`src/design/src_pkg.sv`:
```
// Shared types and constants for the signal region caller.
package src_pkg;

  // Configuration register indexes
  localparam logic [2:0] REG_READ_WEAK    = 3'd0;
  localparam logic [2:0] REG_READ_STRONG  = 3'd1;
  localparam logic [2:0] REG_MULTI_WEAK   = 3'd2;
  localparam logic [2:0] REG_MULTI_STRONG = 3'd3;
  localparam logic [2:0] REG_READ_FLOOR   = 3'd4;
  localparam logic [2:0] REG_WIN_LENGTH   = 3'd5;
  localparam logic [2:0] REG_WIN_STEP     = 3'd6;
  localparam logic [2:0] REG_GAP_LIMIT    = 3'd7;

  localparam logic [15:0] WIN_LENGTH_RST = 16'd1000;
  localparam logic [15:0] WIN_STEP_RST   = 16'd100;
  localparam logic [7:0]  GAP_LIMIT_RST  = 8'd15;

  localparam logic [23:0] TALLY_MAX = 24'hFF_FFFF;

  // Queue depths as address widths
  localparam int MID_AW = 2;
  localparam int OUT_AW = 2;

  typedef struct packed {
    logic [31:0] read_level;
    logic [31:0] multi_level;
    logic        final_bin;
  } src_in_t;

  typedef struct packed {
    logic [39:0] region_start;
    logic [40:0] region_end;
    logic [1:0]  hit_kind;
    logic [23:0] hit_total;
  } src_out_t;

  typedef struct packed {
    logic [31:0] read_weak_level;
    logic [31:0] read_strong_level;
    logic [31:0] multi_weak_level;
    logic [31:0] multi_strong_level;
    logic [31:0] read_floor_level;
    logic [15:0] window_length;
    logic [15:0] window_step;
    logic [7:0]  gap_limit;
  } src_cfg_t;

  // Classified bin handed from front to back
  typedef struct packed {
    logic flag;
    logic read_hit;
    logic multi_hit;
    logic final_bin;
  } src_cls_t;

endpackage

```
`src/design/signal_region_caller.sv`:
```
// Top level of the signal region caller: config registers, front, queues, back.
//
// Usage: bins enter on the in_ queue port (in_push / in_full), one per cycle
// at full rate while in_full stays low. A bin transfers on a rising edge with
// in_push high and in_full low. Results leave on the out_ queue port: out_item
// holds the oldest result while out_empty is low, and it transfers on an edge
// with out_pop high. At most one result per bin; a result appears only when a
// region with a strong hit closes or is flushed by a final bin.
// Path: the front register loads on the edge on which a bin transfers; a result
// it causes then passes through the classified-bin queue, region event register,
// product stage and result queue. Throughput: one bin per cycle unless the back
// end holds off; the tracker update, a loop on its own state, sets this rate.
// When the receiver stalls, results collect in a 4-entry queue; the back end
// holds off draining the middle queue once every result slot is reserved, and
// in_full rises when the middle queue and the front register are full.
// Configuration is written through cfg_we / cfg_index / cfg_wdata while idle.
// Reset (rst_n low, synchronous) empties all queues, clears the region state
// and bin counter, and loads the register defaults.
module signal_region_caller #(
  parameter int BIN_INDEX_BITS = 24
) (
  input  logic              clk,
  input  logic              rst_n,
  input  logic              in_push,
  output logic              in_full,
  input  src_pkg::src_in_t  in_item,
  output logic              out_empty,
  input  logic              out_pop,
  output src_pkg::src_out_t out_item,
  input  logic              cfg_we,
  input  logic [2:0]        cfg_index,
  input  logic [31:0]       cfg_wdata
);
  import src_pkg::*;

  src_cfg_t cfg_r, cfg_nxt;

  logic              mid_push, mid_pop, mid_empty, mid_full;
  logic [MID_AW:0]   mid_count;
  src_cls_t          mid_wdata, mid_rdata;

  logic              out_wr, out_q_full;
  logic [OUT_AW:0]   out_count;
  src_out_t          out_wdata;

  // Register writes: decode index, drop nothing else
  always_comb begin
    cfg_nxt = cfg_r;
    if (cfg_we) begin
      case (cfg_index)
        REG_READ_WEAK:    cfg_nxt.read_weak_level    = cfg_wdata;
        REG_READ_STRONG:  cfg_nxt.read_strong_level  = cfg_wdata;
        REG_MULTI_WEAK:   cfg_nxt.multi_weak_level   = cfg_wdata;
        REG_MULTI_STRONG: cfg_nxt.multi_strong_level = cfg_wdata;
        REG_READ_FLOOR:   cfg_nxt.read_floor_level   = cfg_wdata;
        REG_WIN_LENGTH:   cfg_nxt.window_length      = cfg_wdata[15:0];
        REG_WIN_STEP:     cfg_nxt.window_step        = cfg_wdata[15:0];
        REG_GAP_LIMIT:    cfg_nxt.gap_limit          = cfg_wdata[7:0];
        default:          cfg_nxt = cfg_r;
      endcase
    end
  end

  always_ff @(posedge clk) begin
    if (!rst_n) begin
      cfg_r.read_weak_level    <= '0;
      cfg_r.read_strong_level  <= '0;
      cfg_r.multi_weak_level   <= '0;
      cfg_r.multi_strong_level <= '0;
      cfg_r.read_floor_level   <= '0;
      cfg_r.window_length      <= WIN_LENGTH_RST;
      cfg_r.window_step        <= WIN_STEP_RST;
      cfg_r.gap_limit          <= GAP_LIMIT_RST;
    end else begin
      cfg_r <= cfg_nxt;
    end
  end

  // Classify incoming bins
  src_front u_front (
    .clk      (clk),
    .rst_n    (rst_n),
    .cfg      (cfg_r),
    .in_push  (in_push),
    .in_item  (in_item),
    .in_full  (in_full),
    .mid_full (mid_full),
    .mid_push (mid_push),
    .mid_item (mid_wdata)
  );

  // Decouple classification from region tracking
  src_fifo #(.W($bits(src_cls_t)), .AW(MID_AW)) u_mid_q (
    .clk   (clk),
    .rst_n (rst_n),
    .wr    (mid_push),
    .wdata (mid_wdata),
    .rd    (mid_pop),
    .rdata (mid_rdata),
    .empty (mid_empty),
    .full  (mid_full),
    .count (mid_count)
  );

  // Track regions and build results
  src_back #(.BIN_INDEX_BITS(BIN_INDEX_BITS)) u_back (
    .clk       (clk),
    .rst_n     (rst_n),
    .cfg       (cfg_r),
    .mid_empty (mid_empty),
    .mid_item  (mid_rdata),
    .mid_pop   (mid_pop),
    .out_count (out_count),
    .out_wr    (out_wr),
    .out_data  (out_wdata)
  );

  // Hold results until the receiver takes them
  src_fifo #(.W($bits(src_out_t)), .AW(OUT_AW)) u_out_q (
    .clk   (clk),
    .rst_n (rst_n),
    .wr    (out_wr),
    .wdata (out_wdata),
    .rd    (out_pop),
    .rdata (out_item),
    .empty (out_empty),
    .full  (out_q_full),
    .count (out_count)
  );

`ifndef SYNTHESIS
  // Slot reservation must keep the result queue from overflowing
  a_out_no_overflow: assert property (@(posedge clk) disable iff (!rst_n)
    out_wr |-> !out_q_full)
    else $error("result written into full queue");

  // Front must never push into a full middle queue
  a_mid_no_overflow: assert property (@(posedge clk) disable iff (!rst_n)
    mid_push |-> !mid_full)
    else $error("classified bin pushed into full queue");

  // Every reported region holds at least one strong hit
  a_hit_nonzero: assert property (@(posedge clk) disable iff (!rst_n)
    !out_empty |-> (out_item.hit_kind != 2'b00) && (out_item.hit_total != 24'd0))
    else $error("result without a strong hit");

  // Middle queue count never exceeds its depth
  a_mid_count: assert property (@(posedge clk) disable iff (!rst_n)
    mid_count <= (MID_AW+1)'(1 << MID_AW))
    else $error("middle queue count out of range");
`endif

endmodule

```
`src/design/src_fifo.sv`:
```
// Small register-based FIFO used between stages and at the result side.
module src_fifo #(
  parameter int W  = 8,
  parameter int AW = 2
) (
  input  logic          clk,
  input  logic          rst_n,
  input  logic          wr,
  input  logic [W-1:0]  wdata,
  input  logic          rd,
  output logic [W-1:0]  rdata,
  output logic          empty,
  output logic          full,
  output logic [AW:0]   count
);
  localparam int DEPTH = 1 << AW;

  logic [W-1:0]  mem_r [DEPTH];
  logic [AW-1:0] wp_r, wp_nxt;
  logic [AW-1:0] rp_r, rp_nxt;
  logic [AW:0]   cnt_r, cnt_nxt;
  logic          do_wr, do_rd;

  assign full  = (cnt_r == (AW+1)'(DEPTH));
  assign empty = (cnt_r == '0);
  assign count = cnt_r;
  assign rdata = mem_r[rp_r];
  assign do_wr = wr && !full;
  assign do_rd = rd && !empty;

  always_comb begin
    wp_nxt  = do_wr ? wp_r + AW'(1) : wp_r;
    rp_nxt  = do_rd ? rp_r + AW'(1) : rp_r;
    cnt_nxt = cnt_r;
    if (do_wr && !do_rd) begin
      cnt_nxt = cnt_r + (AW+1)'(1);
    end else if (do_rd && !do_wr) begin
      cnt_nxt = cnt_r - (AW+1)'(1);
    end
  end

  always_ff @(posedge clk) begin
    if (do_wr) begin
      mem_r[wp_r] <= wdata;
    end
  end

  always_ff @(posedge clk) begin
    if (!rst_n) begin
      wp_r  <= '0;
      rp_r  <= '0;
      cnt_r <= '0;
    end else begin
      wp_r  <= wp_nxt;
      rp_r  <= rp_nxt;
      cnt_r <= cnt_nxt;
    end
  end
endmodule

```
`src/design/src_front.sv`:
```
// Front stage: accept bins and classify them against the thresholds.
module src_front (
  input  logic               clk,
  input  logic               rst_n,
  input  src_pkg::src_cfg_t  cfg,
  input  logic               in_push,
  input  src_pkg::src_in_t   in_item,
  output logic               in_full,
  input  logic               mid_full,
  output logic               mid_push,
  output src_pkg::src_cls_t  mid_item
);
  import src_pkg::*;

  logic     valid_r, valid_nxt;
  src_cls_t cls_r, cls_nxt;
  logic     advance, accept;

  assign in_full  = valid_r && mid_full;
  assign accept   = in_push && !in_full;
  assign advance  = !valid_r || !mid_full;
  assign mid_push = valid_r && !mid_full;
  assign mid_item = cls_r;

  always_comb begin
    cls_nxt.flag = (in_item.read_level >= cfg.read_weak_level) ||
                   (in_item.multi_level >= cfg.multi_weak_level) ||
                   (in_item.read_level <= cfg.read_floor_level);
    // Hits only count inside a flagged bin
    cls_nxt.read_hit  = cls_nxt.flag && (in_item.read_level >= cfg.read_strong_level);
    cls_nxt.multi_hit = cls_nxt.flag && (in_item.multi_level > cfg.multi_strong_level);
    cls_nxt.final_bin = in_item.final_bin;
    valid_nxt = advance ? accept : valid_r;
  end

  always_ff @(posedge clk) begin
    if (advance && accept) begin
      cls_r <= cls_nxt;
    end
  end

  always_ff @(posedge clk) begin
    if (!rst_n) begin
      valid_r <= 1'b0;
    end else begin
      valid_r <= valid_nxt;
    end
  end
endmodule

```
`src/design/src_back.sv`:
```
// Back stage: region tracking, coordinate products and result write.
module src_back #(
  parameter int BIN_INDEX_BITS = 24
) (
  input  logic                clk,
  input  logic                rst_n,
  input  src_pkg::src_cfg_t   cfg,
  input  logic                mid_empty,
  input  src_pkg::src_cls_t   mid_item,
  output logic                mid_pop,
  input  logic [src_pkg::OUT_AW:0] out_count,
  output logic                out_wr,
  output src_pkg::src_out_t   out_data
);
  import src_pkg::*;

  localparam int BW = BIN_INDEX_BITS;
  localparam int PW = BIN_INDEX_BITS + 16;
  localparam int OUT_DEPTH = 1 << OUT_AW;

  // Tracker state
  logic [BW-1:0] bin_r, bin_nxt;
  logic          open_r, open_nxt;
  logic [7:0]    miss_r, miss_nxt;
  logic [BW-1:0] first_r, first_nxt;
  logic [BW-1:0] last_r, last_nxt;
  logic [1:0]    bits_r, bits_nxt;
  logic [23:0]   tally_r, tally_nxt;

  // Region event stage
  logic          ev_v_r, ev_v_nxt;
  logic [BW-1:0] ev_first_r, ev_last_r;
  logic [1:0]    ev_bits_r;
  logic [23:0]   ev_tally_r;

  // Product stage
  logic          pr_v_r;
  logic [PW-1:0] pr_start_r, pr_end_r;
  logic [1:0]    pr_bits_r;
  logic [23:0]   pr_tally_r;

  logic [OUT_AW+1:0] pending;
  logic [BW-1:0]     first_u, last_u;
  logic [1:0]        bits_u;
  logic [23:0]       tally_u;
  logic [24:0]       tsum;
  logic              close;

  // Reserve a result slot for every item in flight
  assign pending = (OUT_AW+2)'(out_count) + (OUT_AW+2)'(ev_v_r) + (OUT_AW+2)'(pr_v_r);
  assign mid_pop = !mid_empty && (pending < (OUT_AW+2)'(OUT_DEPTH));

  always_comb begin
    tsum = {1'b0, tally_r} + 25'(mid_item.read_hit) + 25'(mid_item.multi_hit);
    first_u = first_r;
    last_u  = last_r;
    bits_u  = bits_r;
    tally_u = tally_r;
    if (mid_item.flag) begin
      last_u  = bin_r;
      first_u = open_r ? first_r : bin_r;
      bits_u  = bits_r | {mid_item.multi_hit, mid_item.read_hit};
      tally_u = tsum[24] ? TALLY_MAX : tsum[23:0];
    end
    close = !mid_item.flag && (miss_r >= cfg.gap_limit);

    bin_nxt   = bin_r;
    open_nxt  = open_r;
    miss_nxt  = miss_r;
    first_nxt = first_r;
    last_nxt  = last_r;
    bits_nxt  = bits_r;
    tally_nxt = tally_r;
    ev_v_nxt  = 1'b0;

    if (mid_pop) begin
      first_nxt = first_u;
      last_nxt  = last_u;
      bits_nxt  = bits_u;
      tally_nxt = tally_u;
      if (mid_item.flag) begin
        miss_nxt = '0;
        open_nxt = 1'b1;
      end else if (!close) begin
        miss_nxt = miss_r + 8'd1;
      end else begin
        open_nxt  = 1'b0;
        bits_nxt  = '0;
        tally_nxt = '0;
      end
      // Emit on a close or a flush while the region holds a hit
      ev_v_nxt = (close || mid_item.final_bin) && (bits_u != 2'b00);
      if (mid_item.final_bin) begin
        bin_nxt   = '0;
        open_nxt  = 1'b0;
        miss_nxt  = '0;
        first_nxt = '0;
        last_nxt  = '0;
        bits_nxt  = '0;
        tally_nxt = '0;
      end else begin
        bin_nxt = bin_r + BW'(1);
      end
    end
  end

  always_ff @(posedge clk) begin
    if (ev_v_nxt) begin
      ev_first_r <= first_u;
      ev_last_r  <= last_u;
      ev_bits_r  <= bits_u;
      ev_tally_r <= tally_u;
    end
    if (ev_v_r) begin
      pr_start_r <= PW'(ev_first_r) * PW'(cfg.window_step);
      pr_end_r   <= PW'(ev_last_r) * PW'(cfg.window_step);
      pr_bits_r  <= ev_bits_r;
      pr_tally_r <= ev_tally_r;
    end
  end

  always_ff @(posedge clk) begin
    if (!rst_n) begin
      bin_r   <= '0;
      open_r  <= 1'b0;
      miss_r  <= '0;
      first_r <= '0;
      last_r  <= '0;
      bits_r  <= '0;
      tally_r <= '0;
      ev_v_r  <= 1'b0;
      pr_v_r  <= 1'b0;
    end else begin
      bin_r   <= bin_nxt;
      open_r  <= open_nxt;
      miss_r  <= miss_nxt;
      first_r <= first_nxt;
      last_r  <= last_nxt;
      bits_r  <= bits_nxt;
      tally_r <= tally_nxt;
      ev_v_r  <= ev_v_nxt;
      pr_v_r  <= ev_v_r;
    end
  end

  assign out_wr = pr_v_r;
  always_comb begin
    out_data.region_start = 40'(pr_start_r);
    out_data.region_end   = 41'(pr_end_r) + 41'(cfg.window_length);
    out_data.hit_kind     = pr_bits_r;
    out_data.hit_total    = pr_tally_r;
  end
endmodule

```
`config.mk`:
```
export PLATFORM = sky130hd
export DESIGN_NAME = signal_region_caller
export DESIGN_NICKNAME = d
export VERILOG_FILES = /design/src/design/src_pkg.sv /design/src/design/signal_region_caller.sv /design/src/design/src_fifo.sv /design/src/design/src_front.sv /design/src/design/src_back.sv
export SDC_FILE = /design/constraint.sdc
export NUM_CORES = 2
export LEC_CHECK = 0
export ABC_CLOCK_PERIOD_IN_PS = 9800
export BUFFER_PORTS_ARGS = -buffer_cell sky130_fd_sc_hd__buf_4
export CAP_MARGIN = 20
export CORE_MARGIN = 2
export CORE_UTILIZATION = 55
export CTS_CLUSTER_DIAMETER = 80
export CTS_CLUSTER_SIZE = 14
export DETAILED_ROUTE_END_ITERATION = 16
export GPL_TIMING_DRIVEN = 1
export PLACE_DENSITY = 0.69
export SLEW_MARGIN = 20
export SYNTH_ARGS = -nofsm -noshare
export SYNTH_HDL_FRONTEND = slang
export SYNTH_SLANG_ARGS = --single-unit
```
`constraint.sdc`:
```
create_clock -name clk -period 9.8 [get_ports clk]
set_clock_uncertainty 0.1 [all_clocks]
set_input_delay 1.47 -clock clk [delete_from_list [all_inputs] [get_ports clk]]
set_output_delay 1.47 -clock clk [all_outputs]
set_load 0.02 [all_outputs]
```
# After elaboration in Yosys (flattened, before gate mapping)
# Memory sizes are Yosys's and may differ from the RTL's. A register that Yosys moved wholly into a read port is not among the register bits.
# Cells that the tools add are included.
# op_classes
reduce_logical	49
n_lt_le_gt_ge	7
n_addsub	15
n_mux	34
mul	2
n_eq_ne	10
bitwise_logic	1
# op_table
cell	n
$mux W24	11
$ge A32 B32 Y1	3
$mul A24 B16 Y40	2
$add A40 B16 Y41	1
$gt A32 B32 Y1	1
$le A32 B32 Y1	1
$add A24 B1 Y25	1
$add A25 B1 Y25	1
$add A24 B1 Y24 const B	1
$mux W8	3
$reduce_and A2 Y1	10
$eq A3 B3 Y1 const B	6
$logic_and A1 B1 Y1	17
$mux W2	8
$mux W3	4
$logic_not A1 Y1	11
$logic_not A3 Y1	3
$add A2 B1 Y2 const B	4
$add A8 B1 Y8 const B	1
$ge A8 B8 Y1	1
$mux W1	8
$add A3 B1 Y3 const B	2
$eq A3 B2 Y1 const B	2
$reduce_bool A2 Y1	3
other kinds (9)	13
# totals
reg_bits	508
ramBits	444
n_memories	2
elab_cells	156
output_inout_bits	109
# memory_table
name	words	width	rd	rd_clocked_by_memory_dff	wr	line	text
u_out_q.mem_r	4	107	1	1	1	src_fifo.sv:18	logic [W-1:0] mem_r [DEPTH];
u_mid_q.mem_r	4	4	1	1	1	src_fifo.sv:18	

# Logic depth before layout (Yosys ltp)
# logic_depth
ltp_word	8
depth_mapped	25

# By module
# A second synthesis with hierarchy kept.
# unflattened
hier_cells	5834
area_unflattened_um2	65160.0
# by_module_without_submodules
module	cells_per_inst	seq_area_each_um2	n_inst	area_each_um2
src_back	3904	7587.3	1	36701.4
src_fifo at u_out_q	607	13032.5	1	15891.5
signal_region_caller	704	4003.8	1	7370.8
src_front	551	140.1	1	4136.5
src_fifo at u_mid_q	68	660.6	1	1059.8

# Worst setup path after synthesis
# Ideal clock, no wire load.
# synth_timing
path_kind	register -> register
start	register u_back.ev_v_r
end	register u_back.ev_bits_r[0], enable pin
stages_incl_launch_ff	6
period_less_slack_ns	7.061
setup_time_ns	0.531
path_slack_ns	2.739
required_ns	9.169
arrival_time_ns	6.430
path_buffers	1
path_cell_list	dfxtp_1 -> a21o_1 -> a211oi_4 -> clkbuf_1 -> o21ai_1 -> a21oi_1
# synth_between
elab_chain_len	5
# synth_lines
item	line	text
start: declaration	src_back.sv:31	logic ev_v_r, ev_v_nxt;
start signal: assignment	src_back.sv:141	ev_v_r <= ev_v_nxt;
$add A3 B1 Y4	src_back.sv:50	assign pending = (OUT_AW+2)'(out_count) + (OUT_AW+2)'(ev_v_r) + (OUT_AW+2)'(pr_v_r);
$add A4 B1 Y4	src_back.sv:50	
$lt A4 B3 Y1	src_back.sv:51	assign mid_pop = !mid_empty && (pending < (OUT_AW+2)'(OUT_DEPTH));
$logic_and A1 B1 Y1	src_back.sv:51	
$mux W1	src_back.sv:76	if (mid_pop) begin
named net u_back.ev_v_nxt	src_back.sv:31	
end signal: assignment	src_back.sv:111	ev_bits_r <= bits_u;
end: declaration	src_back.sv:33	logic [1:0] ev_bits_r;
# The timed path passes the listed nets, and every way through them passes these cells.
# A chain may end at the register's enable or synchronous reset.

# Final worst setup path
# layout_timing
start	register cfg_r[10] in the netlist's numbering
end	register u_back.pr_start_r[33] (data pin)
# layout_between
elab_chain_len	1
# layout_lines
item	line	text
start: declaration	signal_region_caller.sv:36	src_cfg_t cfg_r, cfg_nxt;
start signal: assignment	signal_region_caller.sv:75	cfg_r <= cfg_nxt;
$mul A24 B16 Y40	src_back.sv:115	pr_start_r <= PW'(ev_first_r) * PW'(cfg.window_step);
end signal: assignment	src_back.sv:115	
end: declaration	src_back.sv:38	logic [PW-1:0] pr_start_r, pr_end_r;
# Every way passes these cells.

==> results_dict.tcl <==
set metrics [dict create \
    status "finished clean" \
    pwr-share-comb_pct 55.6 \
    hp-class "reg -> reg" \
    yosys-top-cells-count "nand2_1 (977), inv_1 (905), edfxtp_1 (628)" \
    yosysTopAreaCellShare_pct 29.2 \
    viasPerCell 5.58 \
    io_pins 214 \
    tightest_slew_ps 1160 \
    synth_top_area_cell "edfxtp_1" \
    finalMaxSlewViolations 0 \
    hold_path_depth 0 \
    async_flop_share_pct 0 \
    n_fill_cell 9496 \
    syn_nets 7128 \
    hold_ws_ps 319 \
    critPathMaxFanout 29 \
    grt_max_degree 181 \
    synth_compound_area_share_pct 7.12 \
    coreArea_sq_um 116000 \
    area_growth_pct 8.32 \
    synth_top_family_by_area "adder cells" \
    synth_area_leaders "edfxtp_1 (29%), fa_1 (19%), dfxtp_1 (10%), ha_1 (8.2%), nand2_1 (5.7%)" \
    max_cap_viol_count 0 \
    antenna_left 0 \
    regToRegStartpoint "cfg_r[10]" \
    relSlewSlack_pct 22.5 \
    yosys_most_used_dff "edfxtp_1" \
    min_to "u_back.pr_tally_r[14]" \
    p_total_w 0.0204 \
    r2r_slack_ps 2310 \
    setup_viol 0 \
    cp-start-kind "register" \
    clkTransAtPathRegs_ps 60 \
    grt-ovfl-total 0 \
    rr_worst_depth 21 \
    grt_use_total_pct 25.4 \
    hold_buffers 0 \
    fin_tns_setup_ps 0 \
    die_h_um 347 \
    port_buffers 213 \
    cp-end-kind "register" \
    r2r-end "u_back.pr_start_r[33]" \
    avgRoutedWirePerCell_um 19.7 \
    synthesis.area_per_instance_sq_um 10.8 \
    die_w_um 347 \
    grt_pass1_wl_um 242000 \
    worstSetupPathType "reg -> reg" \
    synth_warnings 0 \
    synthAdderAreaFrac_pct 27.3 \
    clock_power_share_pct 15.1 \
    p_sw_share_pct 43.6 \
    grt_pass1_vias 44000 \
    rsz0062_at_grt "false" \
    ys_ff_latch 956 \
    arrival_ps 7780 \
    routed_wl_um 150000 \
    clk_path_buf_depth 3 \
    hpwl_um 109000 \
    rows 125 \
    gp_congestion 0.891 \
    hold_violations 0 \
    drive_above_1_share_pct 9.47 \
    route.vias.total 42600 \
    ctsRootBufferMaster "clkbuf_16" \
    synth.distinct_cells 81 \
    drc 0 \
    synth_edf_count 628 \
    yosysMostFrequentCell "nand2_1" \
    internal_power_w 0.0115 \
    nets 7200 \
    p_seq_share_pct 29.3 \
    drtPass1Iterations 5 \
    drt_iter0_drc 3099 \
    cts_max_level 3 \
    synth-seq-area-share_pct 39.3 \
    power-per-cell-area_nw_per_um2 292 \
    p_leak_nw 28.8 \
    ir_worst_vdd_mv 0.347 \
    switchingPower_w 0.00889 \
    numClockSinks 956 \
    synth_area_sq_um 64600 \
    antenna_found_initial 7 \
    yosys.area_share.simple_pct 12.5 \
    max_freq_mhz 134 \
    clock_latency_ps 690 \
    min_period_over_period_pct 76.4 \
    cts_setup_buffers 0 \
    worstHoldStart "u_back.ev_tally_r[14]" \
    synth_xor_area_share_pct 2.05 \
    muxShareOfSynthArea_pct 4.87 \
    cp.required_ps 10100 \
    start_util_pct 55.5 \
    cts_resized 0 \
    cts_made_buffers 82 \
    syn_inst 5985 \
    die_area_sq_um 120000 \
    cts_tree "yes" \
    period_needed_ps 7490 \
]
kinds of logic (layout without fill, tap and decap cells):
kind of cell | count (synthesis) | after routing
and+or+nand+nor | 1758 | 1758
buffers and inverters | 1182 | 1298
DFF | 956 | 956
other | 0 | 8
xor gates and xnor gates | 151 | 151
AOI/OAI and AO/OA | 730 | 730
adders and majority gates | 1038 | 1038
muxes | 170 | 170
critical path, cell delays in order, from the launching register on:
cell and delay, ps:
dfxtp_1 990, buf_4 480, nand2_1 140, fa_1 510, fa_1 510, fa_1 510
inv_1 50, fa_1 500, fa_1 500, inv_1 50, fa_1 480, inv_1 40
ha_1 340, a21o_1 190, a21o_1 170, a21o_1 190, a31oi_1 290, o211ai_1 170
a41o_1 290, a2111oi_1 370, o21ai_1 120, xor2_1 150
registers in the layout (all words and copies together), names as in the netlist, 3 cells and up, named ones only:
name and flops:
cfg_r 200, u_back.miss_r 8, u_front.mid_item 4, u_out_q.count 3, u_back.bin_r 24, u_back.ev_first_r 24
u_back.pr_end_r 40, u_mid_q.mem_r 16, u_back.ev_tally_r 24, u_back.pr_tally_r 24, u_out_q.mem_r 428, u_back.tally_r 24
u_back.last_r 24, u_back.pr_start_r 40, u_back.ev_last_r 24, u_mid_q.count 3, u_back.first_r 24
layer usage:
layer  track usage [%]  up-vias  wire length, um
met1              34.4    21400            64300
met2              42.6     1211            72700
li1                  -    19800                -
met3              3.97      226             9010
met5                 0        -                0
met4              7.09        0             3990
stage by stage:
stage                     instance area [sq um]  std cells  util, %  worst slack, ps
after floorplan                           64600       5985        -             2740
after global placement                    67600       7497     58.1             2520
after detailed placement                  67600       7497     58.1             2390
after CTS                                 70000       7625     60.1             2330
after global routing                      70000       7631     60.2             1990
final                                     70000       7633     60.2             2310
area by class of cell:
class,count,area (sq um),area share (%)
Antenna cell,8,20.0,0.0286
Clock buffer,114,2190,3.13
Clock inverter,14,223,0.318
Inverter,906,3410,4.87
Multi-Input combinational cell,3847,34800,49.7
Sequential cell,956,25400,36.3
Tap cell,1524,1910,2.72
Timing Repair Buffer,264,2010,2.87
worst max path at each step:
stage | from | endpoint | slack, ps | cells past startpoint
after CTS | cfg_r[10] | u_back.pr_start_r[33] | 2330 | 21
final | cfg_r[10] | u_back.pr_start_r[33] | 2310 | 21
after detailed placement | cfg_r[10] | u_back.pr_start_r[33] | 2390 | 21
after floorplan | u_back.ev_v_r | u_back.ev_bits_r[0] | 2740 | 5
after global routing | cfg_r[10] | u_back.pr_start_r[33] | 1990 | 21
after global placement | cfg_r[10] | u_back.pr_start_r[33] | 2520 | 21
power groups by stage:
| stage | clock network (W) | logic [W] | registers [W] |
|---|---|---|---|
| 2_1_floorplan | 0 | 0.00872 | 0.00569 |
| 3_3_place_gp | 0 | 0.0112 | 0.00604 |
| 3_5_place_dp | 0 | 0.0114 | 0.00607 |
| 4_1_cts | 0.00315 | 0.0115 | 0.00598 |
| 5_1_grt | 0.00330 | 0.0130 | 0.00605 |
| 6_report | 0.00307 | 0.0114 | 0.00599 |
layout by cell type (no fill, tap or decap), types with 9 or more instances in the layout:
| cell type | instances |
|---|---|
| clkbuf_16 | 83 |
| nand2b_1 | 20 |
| a211oi_1 | 17 |
| and3_1 | 23 |
| nand2_1 | 977 |
| xor2_1 | 70 |
| a31oi_1 | 12 |
| a22oi_1 | 68 |
| dfxtp_1 | 322 |
| a21o_1 | 112 |
| nor4_1 | 9 |
| nor3_1 | 16 |
| o21ai_0 | 71 |
| mux4_2 | 110 |
| a21oi_1 | 325 |
| nand3_1 | 64 |
| ha_1 | 422 |
| o211ai_1 | 17 |
| o21a_1 | 17 |
| and4_1 | 10 |
| o21bai_1 | 13 |
| xnor2_1 | 81 |
| clkbuf_1 | 31 |
| nand4_1 | 58 |
| mux2_2 | 51 |
| nor2_1 | 186 |
| edfxtp_1 | 628 |
| nor2b_1 | 25 |
| inv_1 | 904 |
| o21ai_1 | 9 |
| and2_1 | 325 |
| fa_1 | 616 |
| buf_4 | 262 |
(Power assumes the default switching activity.)
